`src/sv/nfet_pkg.sv`:
```
// ----------------------------------------------------------------------------
// nfet_pkg
// Shared types and constants for the nearest fresh entry tracker: request
// and response beats, configuration registers, slot record and codes.
// ----------------------------------------------------------------------------
package nfet_pkg;

   // default number of tracked slots
   localparam int SLOT_COUNT_DEF = 8;

   // request operation codes
   localparam logic OP_OBSERVE = 1'b0;
   localparam logic OP_UPDATE  = 1'b1;

   // configuration register indexes
   localparam logic [1:0] CSR_TIMEOUT = 2'd0;
   localparam logic [1:0] CSR_FOUND   = 2'd1;
   localparam logic [1:0] CSR_NEAR    = 2'd2;

   // configuration reset values
   localparam logic [31:0] TIMEOUT_RST = 32'd10000;
   localparam logic [15:0] FOUND_RST   = 16'd100;
   localparam logic [15:0] NEAR_RST    = 16'd300;

   // proximity class codes
   localparam logic [1:0] PROX_AMBIENT  = 2'd0;
   localparam logic [1:0] PROX_FOUND    = 2'd1;
   localparam logic [1:0] PROX_NEAR     = 2'd2;
   localparam logic [1:0] PROX_DETECTED = 2'd3;

   // request beat
   typedef struct packed {
      logic        operation;
      logic [7:0]  entry_id;
      logic [15:0] distance_cm;
      logic [31:0] now_ms;
   } req_type;

   // response beat
   typedef struct packed {
      logic        any_visible;
      logic [2:0]  nearest_id;
      logic [15:0] nearest_distance_cm;
      logic [1:0]  proximity_class;
   } rsp_type;

   // configuration register set
   typedef struct packed {
      logic [31:0] timeout_ms;
      logic [15:0] found_threshold_cm;
      logic [15:0] near_threshold_cm;
   } cfg_type;

   // one slot record as kept in memory
   typedef struct packed {
      logic [15:0] distance_cm;
      logic [31:0] last_seen_ms;
   } slot_type;

endpackage

```
`src/sv/nearest_fresh_entry_tracker.sv`:
```
// ----------------------------------------------------------------------------
// nearest_fresh_entry_tracker
// Slot table of distances and last-seen times, with aging and a nearest
// visible slot report on each update request.
// ----------------------------------------------------------------------------
// Observe: written at the accepting edge, no response.
// Update: busy while the table memory is walked one slot per cycle in ST_SCAN,
//   then through ST_DRAIN and ST_REPORT; the response strobe is registered
//   from ST_REPORT, and no new request is taken until the block is idle again.
// The receiver cannot stall: each response is shown for exactly one cycle.
// Reset clears all visibility flags and loads the register defaults at once.
module nearest_fresh_entry_tracker #(
   parameter int SLOT_COUNT = nfet_pkg::SLOT_COUNT_DEF
) (
   input  logic              clock,
   input  logic              reset,
   input  logic              start,
   output logic              busy,
   input  nfet_pkg::req_type req,
   output logic              rsp_valid,
   output nfet_pkg::rsp_type rsp,
   input  logic              csr_valid,
   output logic              csr_ready,
   input  logic [1:0]        csr_index,
   input  logic [31:0]       csr_data
);
   import nfet_pkg::*;

   localparam int IDX_W = (SLOT_COUNT > 1) ? $clog2(SLOT_COUNT) : 1;

   cfg_type          cfg;
   logic             wr_en;
   logic [IDX_W-1:0] wr_addr;
   slot_type         wr_data;
   logic [IDX_W-1:0] rd_addr;
   slot_type         rd_data;

   // configuration registers
   nfet_csr u_csr (
      .clock     (clock),
      .reset     (reset),
      .csr_valid (csr_valid),
      .csr_ready (csr_ready),
      .csr_index (csr_index),
      .csr_data  (csr_data),
      .cfg       (cfg)
   );

   // slot table
   nfet_slot_mem #(
      .SLOT_COUNT (SLOT_COUNT),
      .IDX_W      (IDX_W)
   ) u_mem (
      .clock   (clock),
      .wr_en   (wr_en),
      .wr_addr (wr_addr),
      .wr_data (wr_data),
      .rd_addr (rd_addr),
      .rd_data (rd_data)
   );

   // request sequencer and nearest search
   nfet_scan #(
      .SLOT_COUNT (SLOT_COUNT),
      .IDX_W      (IDX_W)
   ) u_scan (
      .clock     (clock),
      .reset     (reset),
      .start     (start),
      .busy      (busy),
      .req       (req),
      .cfg       (cfg),
      .wr_en     (wr_en),
      .wr_addr   (wr_addr),
      .wr_data   (wr_data),
      .rd_addr   (rd_addr),
      .rd_data   (rd_data),
      .rsp_valid (rsp_valid),
      .rsp       (rsp)
   );

endmodule

```
`src/sv/nfet_csr.sv`:
```
// ----------------------------------------------------------------------------
// nfet_csr
// Configuration registers: timeout and the two proximity thresholds.
// ----------------------------------------------------------------------------
module nfet_csr (
   input  logic             clock,
   input  logic             reset,
   input  logic             csr_valid,
   output logic             csr_ready,
   input  logic [1:0]       csr_index,
   input  logic [31:0]      csr_data,
   output nfet_pkg::cfg_type cfg
);
   import nfet_pkg::*;

   cfg_type cfg_ff;
   cfg_type cfg_in;

   // registers are always writable
   assign csr_ready = 1'b1;
   assign cfg       = cfg_ff;

   // register write decode, unknown indexes are dropped
   always_comb begin
      cfg_in = cfg_ff;
      if (csr_valid) begin
         case (csr_index)
            CSR_TIMEOUT: cfg_in.timeout_ms         = csr_data;
            CSR_FOUND:   cfg_in.found_threshold_cm = csr_data[15:0];
            CSR_NEAR:    cfg_in.near_threshold_cm  = csr_data[15:0];
            default:     cfg_in = cfg_ff;
         endcase
      end
   end

   always_ff @(posedge clock) begin
      if (reset) begin
         cfg_ff.timeout_ms         <= TIMEOUT_RST;
         cfg_ff.found_threshold_cm <= FOUND_RST;
         cfg_ff.near_threshold_cm  <= NEAR_RST;
      end else begin
         cfg_ff <= cfg_in;
      end
   end

endmodule

```
`src/sv/nfet_slot_mem.sv`:
```
// ----------------------------------------------------------------------------
// nfet_slot_mem
// Slot table: one write port, one read port with registered read data.
// ----------------------------------------------------------------------------
module nfet_slot_mem #(
   parameter int SLOT_COUNT = nfet_pkg::SLOT_COUNT_DEF,
   parameter int IDX_W      = 3
) (
   input  logic              clock,
   input  logic              wr_en,
   input  logic [IDX_W-1:0]  wr_addr,
   input  nfet_pkg::slot_type wr_data,
   input  logic [IDX_W-1:0]  rd_addr,
   output nfet_pkg::slot_type rd_data
);
   import nfet_pkg::*;

   slot_type mem [SLOT_COUNT];
   slot_type rd_data_ff;

   // write port
   always_ff @(posedge clock) begin
      if (wr_en) begin
         mem[wr_addr] <= wr_data;
      end
   end

   // read port, registered read data
   always_ff @(posedge clock) begin
      rd_data_ff <= mem[rd_addr];
   end

   assign rd_data = rd_data_ff;

endmodule

```
`src/sv/nfet_scan.sv`:
```
// ----------------------------------------------------------------------------
// nfet_scan
// Request sequencer: writes observed slots, walks the table on an update,
// ages out stale slots, tracks the nearest visible one and reports it.
// ----------------------------------------------------------------------------
module nfet_scan #(
   parameter int SLOT_COUNT = nfet_pkg::SLOT_COUNT_DEF,
   parameter int IDX_W      = 3
) (
   input  logic               clock,
   input  logic               reset,
   input  logic               start,
   output logic               busy,
   input  nfet_pkg::req_type  req,
   input  nfet_pkg::cfg_type  cfg,
   output logic               wr_en,
   output logic [IDX_W-1:0]   wr_addr,
   output nfet_pkg::slot_type wr_data,
   output logic [IDX_W-1:0]   rd_addr,
   input  nfet_pkg::slot_type rd_data,
   output logic               rsp_valid,
   output nfet_pkg::rsp_type  rsp
);
   import nfet_pkg::*;

   typedef enum logic [3:0] {
      ST_IDLE   = 4'b0001,
      ST_SCAN   = 4'b0010,
      ST_DRAIN  = 4'b0100,
      ST_REPORT = 4'b1000
   } state_type;

   localparam logic [IDX_W-1:0] LAST_IDX = IDX_W'(SLOT_COUNT - 1);

   state_type             state_ff, state_in;
   logic [IDX_W-1:0]      scan_idx_ff, scan_idx_in;
   logic [IDX_W-1:0]      chk_idx_ff;
   logic                  chk_valid_ff;
   logic [31:0]           now_ff, now_in;
   logic [SLOT_COUNT-1:0] visible_ff, visible_in;
   logic                  found_ff, found_in;
   logic [IDX_W-1:0]      best_idx_ff, best_idx_in;
   logic [15:0]           best_dist_ff, best_dist_in;
   logic                  rsp_valid_ff, rsp_valid_in;
   rsp_type               rsp_ff, rsp_in;

   logic                  accept;
   logic                  in_range;
   logic [31:0]           age;
   logic                  expired;
   logic                  keep;
   logic                  take;
   logic [1:0]            prox;

   assign busy     = (state_ff != ST_IDLE);
   assign accept   = start && !busy;
   assign in_range = ({1'b0, req.entry_id} < 9'(SLOT_COUNT));

   // observe writes straight into the table
   assign wr_en   = accept && (req.operation == OP_OBSERVE) && in_range;
   assign wr_addr = req.entry_id[IDX_W-1:0];
   assign wr_data = '{distance_cm: req.distance_cm, last_seen_ms: req.now_ms};
   assign rd_addr = scan_idx_ff;

   // age check and nearest compare on the slot read last cycle
   assign age     = now_ff - rd_data.last_seen_ms;
   assign expired = (age > cfg.timeout_ms);
   assign keep    = visible_ff[chk_idx_ff] && !expired;
   assign take    = chk_valid_ff && keep && (!found_ff || (rd_data.distance_cm < best_dist_ff));

   // proximity classification of the winner
   always_comb begin
      if (best_dist_ff < cfg.found_threshold_cm) begin
         prox = PROX_FOUND;
      end else if (best_dist_ff < cfg.near_threshold_cm) begin
         prox = PROX_NEAR;
      end else begin
         prox = PROX_DETECTED;
      end
   end

   // sequencer
   always_comb begin
      state_in    = state_ff;
      scan_idx_in = scan_idx_ff;
      now_in      = now_ff;
      case (state_ff)
         ST_IDLE: begin
            if (accept && (req.operation == OP_UPDATE)) begin
               state_in    = ST_SCAN;
               scan_idx_in = '0;
               now_in      = req.now_ms;
            end
         end
         ST_SCAN: begin
            if (scan_idx_ff == LAST_IDX) begin
               state_in = ST_DRAIN;
            end else begin
               scan_idx_in = scan_idx_ff + 1'b1;
            end
         end
         ST_DRAIN:  state_in = ST_REPORT;
         ST_REPORT: state_in = ST_IDLE;
         default:   state_in = ST_IDLE;
      endcase
   end

   // visibility flags: set on observe, cleared when aged out
   always_comb begin
      visible_in = visible_ff;
      if (wr_en) begin
         visible_in[wr_addr] = 1'b1;
      end
      if (chk_valid_ff) begin
         visible_in[chk_idx_ff] = keep;
      end
   end

   // nearest tracking, cleared at the start of each update
   always_comb begin
      found_in     = found_ff;
      best_idx_in  = best_idx_ff;
      best_dist_in = best_dist_ff;
      if (state_ff == ST_IDLE) begin
         found_in     = 1'b0;
         best_idx_in  = '0;
         best_dist_in = '0;
      end else if (take) begin
         found_in     = 1'b1;
         best_idx_in  = chk_idx_ff;
         best_dist_in = rd_data.distance_cm;
      end
   end

   // response beat
   always_comb begin
      rsp_valid_in = (state_ff == ST_REPORT);
      rsp_in       = rsp_ff;
      if (state_ff == ST_REPORT) begin
         if (found_ff) begin
            rsp_in.any_visible         = 1'b1;
            rsp_in.nearest_id          = 3'(best_idx_ff);
            rsp_in.nearest_distance_cm = best_dist_ff;
            rsp_in.proximity_class     = prox;
         end else begin
            rsp_in.any_visible         = 1'b0;
            rsp_in.nearest_id          = '0;
            rsp_in.nearest_distance_cm = '0;
            rsp_in.proximity_class     = PROX_AMBIENT;
         end
      end
   end

   // control registers
   always_ff @(posedge clock) begin
      if (reset) begin
         state_ff     <= ST_IDLE;
         visible_ff   <= '0;
         chk_valid_ff <= 1'b0;
         found_ff     <= 1'b0;
         rsp_valid_ff <= 1'b0;
      end else begin
         state_ff     <= state_in;
         visible_ff   <= visible_in;
         chk_valid_ff <= (state_ff == ST_SCAN);
         found_ff     <= found_in;
         rsp_valid_ff <= rsp_valid_in;
      end
   end

   // datapath registers
   always_ff @(posedge clock) begin
      scan_idx_ff  <= scan_idx_in;
      chk_idx_ff   <= scan_idx_ff;
      now_ff       <= now_in;
      best_idx_ff  <= best_idx_in;
      best_dist_ff <= best_dist_in;
      rsp_ff       <= rsp_in;
   end

   assign rsp_valid = rsp_valid_ff;
   assign rsp       = rsp_ff;

endmodule

```
`config.mk`:
```
export PLATFORM = sky130hd
export DESIGN_NAME = nearest_fresh_entry_tracker
export DESIGN_NICKNAME = d
export VERILOG_FILES = /design/src/sv/nfet_pkg.sv /design/src/sv/nearest_fresh_entry_tracker.sv /design/src/sv/nfet_csr.sv /design/src/sv/nfet_slot_mem.sv /design/src/sv/nfet_scan.sv
export SDC_FILE = /design/constraint.sdc
export NUM_CORES = 1
export LEC_CHECK = 0
export ABC_CLOCK_PERIOD_IN_PS = 12500
export BUFFER_PORTS_ARGS = -buffer_cell sky130_fd_sc_hd__buf_2
export CAP_MARGIN = 20
export CORE_MARGIN = 3
export CORE_UTILIZATION = 66
export CTS_CLUSTER_DIAMETER = 60
export DETAILED_ROUTE_END_ITERATION = 7
export GPL_ROUTABILITY_DRIVEN = 1
export MAX_ROUTING_LAYER = met4
export PLACE_DENSITY = 0.87
export SYNTH_ARGS = -nofsm -noshare
export SYNTH_HDL_FRONTEND = slang
export SYNTH_SLANG_ARGS = --single-unit
```
`constraint.sdc`:
```
create_clock -name clock -period 12.5 [get_ports clock]
set_input_delay 2.5 -clock clock [delete_from_list [all_inputs] [get_ports clock]]
set_output_delay 2.5 -clock clock [all_outputs]
set_load 0.005 [all_outputs]
```
After elaboration in Yosys (flattened, before gate mapping)

Memory sizes are Yosys's and may differ from the RTL's. A register that Yosys moved wholly into a read port is not among the register bits.
Index checks and enable logic that the tools add are counted.

Flip-flop bits (word level): 158
Bits in latches: 0
RAM bits: 384
ROM bits: 0
Bits of input ports: 95
Output and inout port bits: 25
Word-level logic and storage cells: 87
Memories: 1

Add/subtract/negate cells: 2
Multipliers: 0
Div/mod/pow operators: 0
$lt $le $gt $ge: 9
Eq/ne operators: 11
Shifts and indexed selects: 0
Mux-type cells: 20
Bitwise logic cells: 3
Reduce and logical (&&, ||, !) cells: 23

Memory list:

| memory    | words | bits a word | rd ports | clocked after memory_dff | wr ports | RTL line            | text |
|---|---|---|---|---|---|---|---|
| u_mem.mem | 8     | 48          | 1        | 1                        | 1        | nfet_slot_mem.sv:18 | `slot_type mem [SLOT_COUNT];` |

Operators with widths:

| cell                                                                                 | number |
|---|---|
| 16-bit less-than comparator                                                          | 3 |
| 32-bit greater-than comparator                                                       | 1 |
| 32-bit subtractor                                                                    | 1 |
| 22-bit two-way mux                                                                   | 1 |
| 8-bit two-way mux                                                                    | 2 |
| 4-bit case mux with 3 select lines                                                   | 1 |
| 2-bit AND reduction                                                                  | 5 |
| 1-bit logical AND                                                                    | 9 |
| 8-bit bitwise mux                                                                    | 1 |
| 3-bit by 4-bit less-than comparator with 1-bit output (second input constant)        | 2 |
| 8-bit by 4-bit less-than comparator with 1-bit output (second input constant)        | 1 |
| 4-bit two-way mux                                                                    | 2 |
| 8-bit bitwise OR                                                                     | 1 |
| 1-bit demux with 3-bit select                                                        | 2 |
| 3-bit by 1-bit greater-or-equal comparator with 1-bit output (second input constant) | 2 |
| 1-bit two-way mux                                                                    | 6 |
| 3-bit two-way mux                                                                    | 2 |
| 3-bit case mux with 2 select lines                                                   | 1 |
| 4-bit by 1-bit == test with 1-bit output (second input constant)                     | 1 |
| 4-bit by 2-bit == test with 1-bit output (second input constant)                     | 1 |
| 4-bit by 3-bit == test with 1-bit output (second input constant)                     | 1 |
| 4-bit == test (second input constant)                                                | 1 |
| 2-bit by 1-bit != test with 1-bit output (second input constant)                     | 2 |
| 4-bit by 1-bit != test with 1-bit output (second input constant)                     | 1 |
| 14 further kinds                                                                     | 18 |

Logic depth before layout (Yosys ltp)

Gate-level depths: netlist of the first run.

Depth after elaboration: 8
Gate-level depth with buffers: 22
Depth with buffers taken out: 21

Cells and area by module

A second synthesis of the first run with hierarchy kept.

Cells, all modules: 1,694
Area total of the unflattened synthesis: 25,823.5 sq um

Modules (own cells, without submodules):

| module        | times used | cells an instance | area an instance (sq um) | seq. area each (sq um) |
|---|---|---|---|---|
| nfet_slot_mem | 1          | 616               | 15,620.0                 | 12,492.0 |
| nfet_scan     | 1          | 820               | 7,457.2                  | 2,452.4 |
| nfet_csr      | 1          | 258               | 2,746.4                  | 1,281.2 |

Worst setup path after synthesis of the first run

No wires, ideal clock.

Kind: input-to-reg
Start point: input port req[55] (netlist name)
End point: memory u_mem.mem[0][0] (netlist name) (enable)
Setup time: 0.516 ns
Data arrival time: 6.743 ns
Data required time: 11.984 ns
Slack: 5.241 ns
Stages on the path: 4
Cells stage by stage: or4_1 -> nor3_1 -> nand4b_1 -> nor3_1

Word-level cells in the longest chain between the ends: 4

RTL lines:

| element                                               | RTL line                          | text |
|---|---|---|
| start, declared                                       | nearest_fresh_entry_tracker.sv:19 | `input nfet_pkg::req_type req,` |
| 8-bit by 4-bit less-than comparator with 1-bit output | nfet_scan.sv:57                   | `assign in_range = ({1'b0, req.entry_id} < 9'(SLOT_COUNT));` |
| 1-bit logical AND                                     | nfet_scan.sv:60                   | `assign wr_en = accept && (req.operation == OP_OBSERVE) && in_range;` |
| 1-bit two-way mux                                     | nfet_slot_mem.sv:23               | `if (wr_en) begin` |
| 1-bit two-way mux (implied by the code)               | nfet_slot_mem.sv:24               | `mem[wr_addr] <= wr_data;` |
| end, declared                                         | nfet_slot_mem.sv:18               |  |

Every way passes these cells.

Worst setup path in the final report of the first run

Start point: register u_scan.now_ff[6]
End point: register u_scan.best_dist_ff[14]

Word-level cells in the longest chain between the ends: 6

RTL lines:

| element                        | RTL line         | text |
|---|---|---|
| start, declared                | nfet_scan.sv:39  | `logic [31:0] now_ff, now_in;` |
| start signal, assigned         | nfet_scan.sv:175 | `now_ff <= now_in;` |
| 32-bit subtractor              | nfet_scan.sv:66  | `assign age = now_ff - rd_data.last_seen_ms;` |
| 32-bit greater-than comparator | nfet_scan.sv:67  | `assign expired = (age > cfg.timeout_ms);` |
| 1-bit logical NOT              | nfet_scan.sv:68  | `assign keep = visible_ff[chk_idx_ff] && !expired;` |
| 1-bit logical AND              | nfet_scan.sv:68  |  |
| 1-bit logical AND (2 in a row) | nfet_scan.sv:69  | `assign take = chk_valid_ff && keep && (!found_ff \|\| (rd_data.distance_cm < best_dist_ff));` |
| end signal, assigned           | nfet_scan.sv:177 | `best_dist_ff <= best_dist_in;` |
| end, declared                  | nfet_scan.sv:43  | `logic [15:0] best_dist_ff, best_dist_in;` |

Every way passes these cells.
A chain may end at the register's enable or synchronous reset.

==> results.yml, run 1 <==
sta:
  final-hold-violation-count: 0
  report.final.slew_viol_count: 0
  setup_ws_ns: 7.07
  setup_viol: 0
  fin_crit_ns: 5.43
  fin_skew_ns: 0.0162
  min_period_over_period_pct: 43.4
  max_slew_margin_pct: 36.1
  setup_tns_ns: 0
  rsz0062_at_grt: "no"
  tightest_slew_ns: 0.958
  fmax_ghz: 0.184
logic_synthesis:
  synth_top_area_cell: "edfxtp_1"
  syn_inst: 1673
  synth-edff-count: 441
  syn-num-nets: 1879
  yosys_warnings: 0
  async_flop_share_pct: 0
  ys_seq_elements: 590
  synth_top_area_share_pct: 53.7
  seq_area_frac_synth_pct: 65.8
  synthTopCellsByArea: "edfxtp_1 54%, dfxtp_1 12%, mux4_2 9.0%"
  yosysMostFrequentCell: "edfxtp_1"
  yosysUniqueCellTypes: 63
  synth_ff_type: "edfxtp_1"
  synth_area_um2: 24600
  synth_common_cells: "441 x edfxtp_1, 149 x dfxtp_1, 132 x nand2_1"
  syn_area_per_cell_um2: 14.7
min_path:
  holdPathStages: 2
  holdCritPathClass: "flip-flop to flip-flop"
layout:
  drive_gt1_share_pct: 21.1
  utilization_pct: 75.5
  area_growth_pct: 12.4
  fin_area_um2: 27700
  final_cells: 2325
  final_nets: 2008
grt:
  overflow: 0
  antenna_found_initial: 7
  grt_max_degree: 100
  grt_pass1_wl_um: 84500
  grt_pass1_vias: 14900
  grt_use_total_pct: 29.1
clocking:
  root_buffer: "clkbuf_16"
  cts_tree: "done"
  htree_levels: 2
  cts_made_buffers: 57
  clk_pin_slew_ns: 0.06
  clock_latency_ns: 0.60
  ctsHoldBuffers: 0
  cts.sinks: 590
  clockBufferDepth: 3
  cts_resized: 0
  cts_setup_buffers: 0
floorplanning:
  dieArea_um2: 39700
  ios: 120
  std_cell_rows: 70
  die_h_um: 199
  core_area_um2: 36700
  die_w_um: 199
  start_util_pct: 67.2
detailed_routing:
  wl_met1_um: 21300
  antenna_left: 0
  dr_wl_met3_um: 4320
  viasPerCell: 6.37
  wirelength_um: 54800
  top_layer_used: "met4"
  wl_met2_um: 27000
  wl_per_cell_um: 23.6
  dr.pass1.iters: 6
  drtIter0Drc: 1479
  drc: 0
  num_vias: 14800
pwr:
  cellPowerDensity_nw_per_um2: 150
  power_leakage_uw: 0.00988
  peakVddDrop_v: 0.000151
critical_path:
  crit_chain: "ha_1, a2111oi_0, a211oi_1, o21ai_1, a22oi_1, and4_1, nor3_1, ha_1, nand4_1, inv_1, a221oi_1, o21ai_0, a21oi_2, o41a_1, nand3_1, a21oi_1"
  path_max_fanout: 20
  critPathKind: "flip-flop to flip-flop"
  cpMostUsedCell: "ha_1"
  cp_slowest_stage_delay_ns: 0.77
  critical_path.slowest_cell: "o41a_1"
  reg2reg_depth: 16
  crit_arrival_ns: 5.96
  cp_data_required_time_ns: 13.03
  cp-end-kind: "flip-flop"
  worst_setup_path_start_kind: "flip-flop"
place:
  post-place-ws_ns: 6.87
  post-dp-hpwl_um: 32600
  dp.cells: 2211
  io_buffers: 118
  placed_cell_area_um2: 25800
  place.gp.congestion: 0.916
run_status:
  status: "complete, no violations"
run:
  timing.max_cap.violations: 0
-- cell usage in the layout (no fill, tap or decap), drive strengths merged, types with 37 or more instances in the layout --
| master | count |
|---|---|
| inv | 124 |
| nand3 | 40 |
| dfxtp | 149 |
| mux2 | 48 |
| mux4 | 98 |
| a21oi | 125 |
| nand2 | 132 |
| a21o | 37 |
| edfxtp | 441 |
| buf | 136 |
| o21ai | 43 |
| ha | 110 |
| nor2 | 51 |
| clkbuf | 82 |
-- critical path: cells and delay by family (launching register included) --
family / cells / cell delay, ns
buffers and inverters: 1 / 0.06
AND/OR/NAND/NOR: 4 / 0.87
flip-flops: 1 / 0.38
AO/OA/AOI/OAI: 9 / 3.39
adder cells (fa/ha/maj): 2 / 0.65
-- final timing paths --
check / slack, ns / endpoint / start
setup / recovery: 7.07 / u_scan.best_dist_ff[14]$_SDFFE_PP0P_ / u_scan.now_ff[6]$_DFFE_PP_
hold / removal: 0.45 / u_csr.cfg[35]$_SDFFE_PP0P_ / u_csr.cfg[35]$_SDFFE_PP0P_
setup reg to reg: 7.07 / u_scan.best_dist_ff[14]$_SDFFE_PP0P_ / u_scan.now_ff[6]$_DFFE_PP_
hold reg to reg: 0.45 / u_csr.cfg[35]$_SDFFE_PP0P_ / u_csr.cfg[35]$_SDFFE_PP0P_
-- cell type report --
cell class	count	area (um^2)
timing repair buffer	136	738
inverter	122	458
sequential	590	16200
fill	1987	9000
clock inverter	25	229
multi-input combinational	895	7760
antenna	7	17.5
clock buffer	82	1680
tap	468	586
-- kinds of logic after synthesis --
group	share of synthesized area [%]
compound gates	6.75
xor+xnor	0.995
fa+ha+maj	5.66
buf+inv	3.00
flops	65.8
mux	11.2
other cells	0.0152
simple gates	6.56
-- through the flow --
stage / total power, uW / hold WS, ns
3_5_place_dp: 2470 / 0.447
5_1_grt: 4290 / 0.469
2_1_floorplan: 2370 / 0.372
6_report: 4160 / 0.454
4_1_cts: 4180 / 0.455
3_3_place_gp: 2450 / 0.442
-- report_power, final --
| part | total [uW] | switching [uW] | leakage [uW] | internal [uW] |
|---|---|---|---|---|
| registers | 2140 | 11.3 | 0.00518 | 2120 |
| logic | 302 | 179 | 0.00376 | 123 |
| clock network | 1730 | 724 | 0.000942 | 1000 |
| total | 4160 | 915 | 0.00988 | 3250 |
-- registers in the layout (all words and copies together), names as in the netlist --
name / count
u_scan.rsp_valid: 1
u_scan.now_ff: 32
u_scan.state_ff: 4
u_scan.visible_ff: 8
u_scan.found_ff: 1
u_scan.best_idx_ff: 3
u_scan.best_dist_ff: 16
u_mem.rd_data: 48
u_csr.cfg: 64
u_scan.rd_addr: 3
u_mem.mem: 384
u_scan.chk_idx_ff: 3
u_scan.chk_valid_ff: 1
u_scan.rsp: 22
-- metal layers --
layer  vias to the layer above  track usage [%]
li1                       6540                -
met1                      7331             38.1
met2                       776             46.8
met3                       167             4.00
met4                         0             12.2
met5                         -                -
Note: power is estimated with default switching activity, not from simulation.
==> inputs of run 2 (changes only) <==
--- a/config.mk
+++ b/config.mk
@@ -5,16 +5,16 @@
 export SDC_FILE = /design/constraint.sdc
 export NUM_CORES = 1
 export LEC_CHECK = 0
-export ABC_CLOCK_PERIOD_IN_PS = 12500
+export ABC_CLOCK_PERIOD_IN_PS = 4750
 export BUFFER_PORTS_ARGS = -buffer_cell sky130_fd_sc_hd__buf_2
 export CAP_MARGIN = 20
 export CORE_MARGIN = 3
-export CORE_UTILIZATION = 66
+export CORE_UTILIZATION = 55
 export CTS_CLUSTER_DIAMETER = 60
 export DETAILED_ROUTE_END_ITERATION = 7
 export GPL_ROUTABILITY_DRIVEN = 1
 export MAX_ROUTING_LAYER = met4
-export PLACE_DENSITY = 0.87
+export PLACE_DENSITY = 0.77
 export SYNTH_ARGS = -nofsm -noshare
 export SYNTH_HDL_FRONTEND = slang
 export SYNTH_SLANG_ARGS = --single-unit
==> constraint.sdc (replaced) <==
create_clock -name clock -period 4.75 [get_ports clock]
set_input_delay 0.95 -clock clock [delete_from_list [all_inputs] [get_ports clock]]
set_output_delay 0.95 -clock clock [all_outputs]
set_load 0.005 [all_outputs]
==> run 2 against run 1 <==
  * Cell count is 5.2% higher
  * Total power grew to 2.6 times the previous value
  * First-iteration DRC count is 26% lower
  * Design area is 1.5% higher
  * Combinational power grew to 2.6 times the previous value
  * Register-to-register slack worse by 6.9 ns
  * Highest routed layer unchanged
==> results.yml, run 2 (synthesized netlist as in run 1, its figures left out) <==
run_status:
  status: "complete, no violations"
floorplanning:
  die_h_um: 218
  die_w_um: 218
  core_area_um2: 43600
  dieArea_um2: 47400
  std_cell_rows: 76
  start_util_pct: 56.5
  ios: 120
layout:
  final_nets: 2015
  largest_register: "u_mem.mem"
  largest_reg_flops: 384
  fill_cells: 3029
  area_growth_pct: 14.0
  final_common_cell: "edfxtp_1"
  drive_gt1_share_pct: 21.8
  fin_area_um2: 28100
  layout_common_cells: "441 x edfxtp_1, 149 x dfxtp_1, 131 x nand2_1"
critical_path:
  cp-end-kind: "flip-flop"
  path_max_fanout: 10
  crit_arrival_ns: 5.02
  cp_top_family: "compound AO/OA/AOI/OAI gates"
  reg2reg_depth: 22
  r2r_end: "u_scan.found_ff$_SDFFE_PP0P_"
  cp_data_required_time_ns: 5.20
  r2r-start: "u_scan.now_ff[0]$_DFFE_PP_"
  worst_setup_path_start_kind: "flip-flop"
  crit_buf_inv: 4
  cp_slowest_stage_delay_ns: 0.45
  critPathKind: "flip-flop to flip-flop"
  critical_path.slowest_cell: "o41a_1"
  crit_chain: "inv_1, ha_1, inv_1, fa_2, a21oi_2, nand4b_1, nand2_2, a221o_1, a21oi_2, nand3b_1, nand2_1, xnor2_1, ha_1, nand3_1, nor3_1, o31ai_1, and4_4, o41a_1, buf_4, buf_12, a21oi_1, nor3_1"
  r2r_setup_slack_ns: 0.18
clocking:
  htree_levels: 2
  root_buffer: "clkbuf_16"
  cts_made_buffers: 56
  cts.sinks: 590
  clk_pin_slew_ns: 0.07
  cts_tree: "done"
  ctsHoldBuffers: 0
  clock_latency_ns: 0.61
  clockBufferDepth: 3
sta:
  tightest_slew_ns: 1.03
  fin_skew_ns: 0.0175
  fin_crit_ns: 4.57
  report.final.slew_viol_count: 0
  setup_tns_ns: 0
  hold_slack_ns: 0.457
  fmax_ghz: 0.219
  setup_viol: 0
  rsz0062_at_grt: "yes"
  min_period_over_period_pct: 96.1
  max_slew_margin_pct: 31.5
  final-hold-violation-count: 0
min_path:
  holdPathStages: 2
  worstHoldStart: "u_csr.cfg[19]$_SDFFE_PP0P_"
  whs_endpoint: "u_csr.cfg[19]$_SDFFE_PP0P_"
  holdCritPathClass: "flip-flop to flip-flop"
detailed_routing:
  wirelength_um: 52600
  num_vias: 14300
  antenna_left: 0
  drc: 0
  dr.pass1.iters: 6
  wl_per_cell_um: 21.5
  drtIter0Drc: 1094
  viasPerCell: 5.86
grt:
  grt_use_total_pct: 23.0
  grt_max_degree: 78
  antenna_found_initial: 5
  overflow: 0
  grt_pass1_wl_um: 81300
  grt_pass1_vias: 14200
pwr:
  power_leakage_uw: 0.00997
  cellPowerDensity_nw_per_um2: 388
  peakVddDrop_v: 0.000318
  power_uw: 10900
place:
  placed_cell_area_um2: 26100
  place.gp.congestion: 0.888
  io_buffers: 118
  post-dp-hpwl_um: 32100
run:
  timing.max_cap.violations: 0
run 2: through the flow:
step           setup WS (ns)  utilization (%)  std cells
6_report               0.184             64.4       2447
3_3_place_gp           0.258             59.7       2331
3_5_place_dp          0.0659             59.7       2331
4_1_cts               0.0243             64.1       2437
5_1_grt              -0.0562             64.4       2447
2_1_floorplan          0.343                -       1673
run 2: layer usage:
metal	global-route usage [%]	up-vias	wire, um
met5	-	-	0
met4	7.41	0	1430
met3	4.11	96	3810
met2	35.0	503	24700
met1	31.9	7172	22700
li1	-	6570	-
run 2: worst max-delay path by stage:
| stage | cells past startpoint | endpoint | from |
|---|---|---|---|
| floorplan | 4 | u_mem.mem[4][0]$_DFFE_PP_ | req[55] |
| detailed placement | 22 | u_scan.best_dist_ff[2]$_SDFFE_PP0P_ | u_scan.now_ff[0]$_DFFE_PP_ |
| CTS | 22 | u_scan.found_ff$_SDFFE_PP0P_ | u_scan.now_ff[0]$_DFFE_PP_ |
| global route | 23 | u_scan.best_dist_ff[2]$_SDFFE_PP0P_ | u_scan.now_ff[0]$_DFFE_PP_ |
| global placement | 22 | u_scan.best_dist_ff[4]$_SDFFE_PP0P_ | u_scan.now_ff[0]$_DFFE_PP_ |
| finish | 22 | u_scan.found_ff$_SDFFE_PP0P_ | u_scan.now_ff[0]$_DFFE_PP_ |
run 2: area by class of cell:
class | count | area, um^2 | share of cell area, %
Multi-Input combinational cell | 895 | 7840 | 27.9
Timing Repair Buffer | 144 | 941 | 3.35
Inverter | 122 | 458 | 1.63
Clock inverter | 28 | 317 | 1.13
Clock buffer | 78 | 1580 | 5.61
Sequential cell | 590 | 16200 | 57.7
Tap cell | 585 | 732 | 2.60
Antenna cell | 5 | 12.5 | 0.0445
run 2: where the power goes:
part,internal [uW],switching [uW],total [uW]
clock network,2650,1870,4520
registers,5590,31.9,5620
logic,324,448,772
run 2: timing repair:
action                                  CTS  global route
gates resized for setup                   0            21
endpoints found under the setup margin    0            28
buffers inserted                          0             4
run 2: worst register-to-register path: cells and delay by family (launching register included):
| family | cells | cell delay [ns] |
|---|---|---|
| simple gates | 8 | 1.34 |
| xor+xnor | 1 | 0.14 |
| compound gates | 6 | 1.36 |
| fa+ha+maj | 3 | 0.81 |
| flops | 1 | 0.35 |
| buf+inv | 4 | 0.42 |
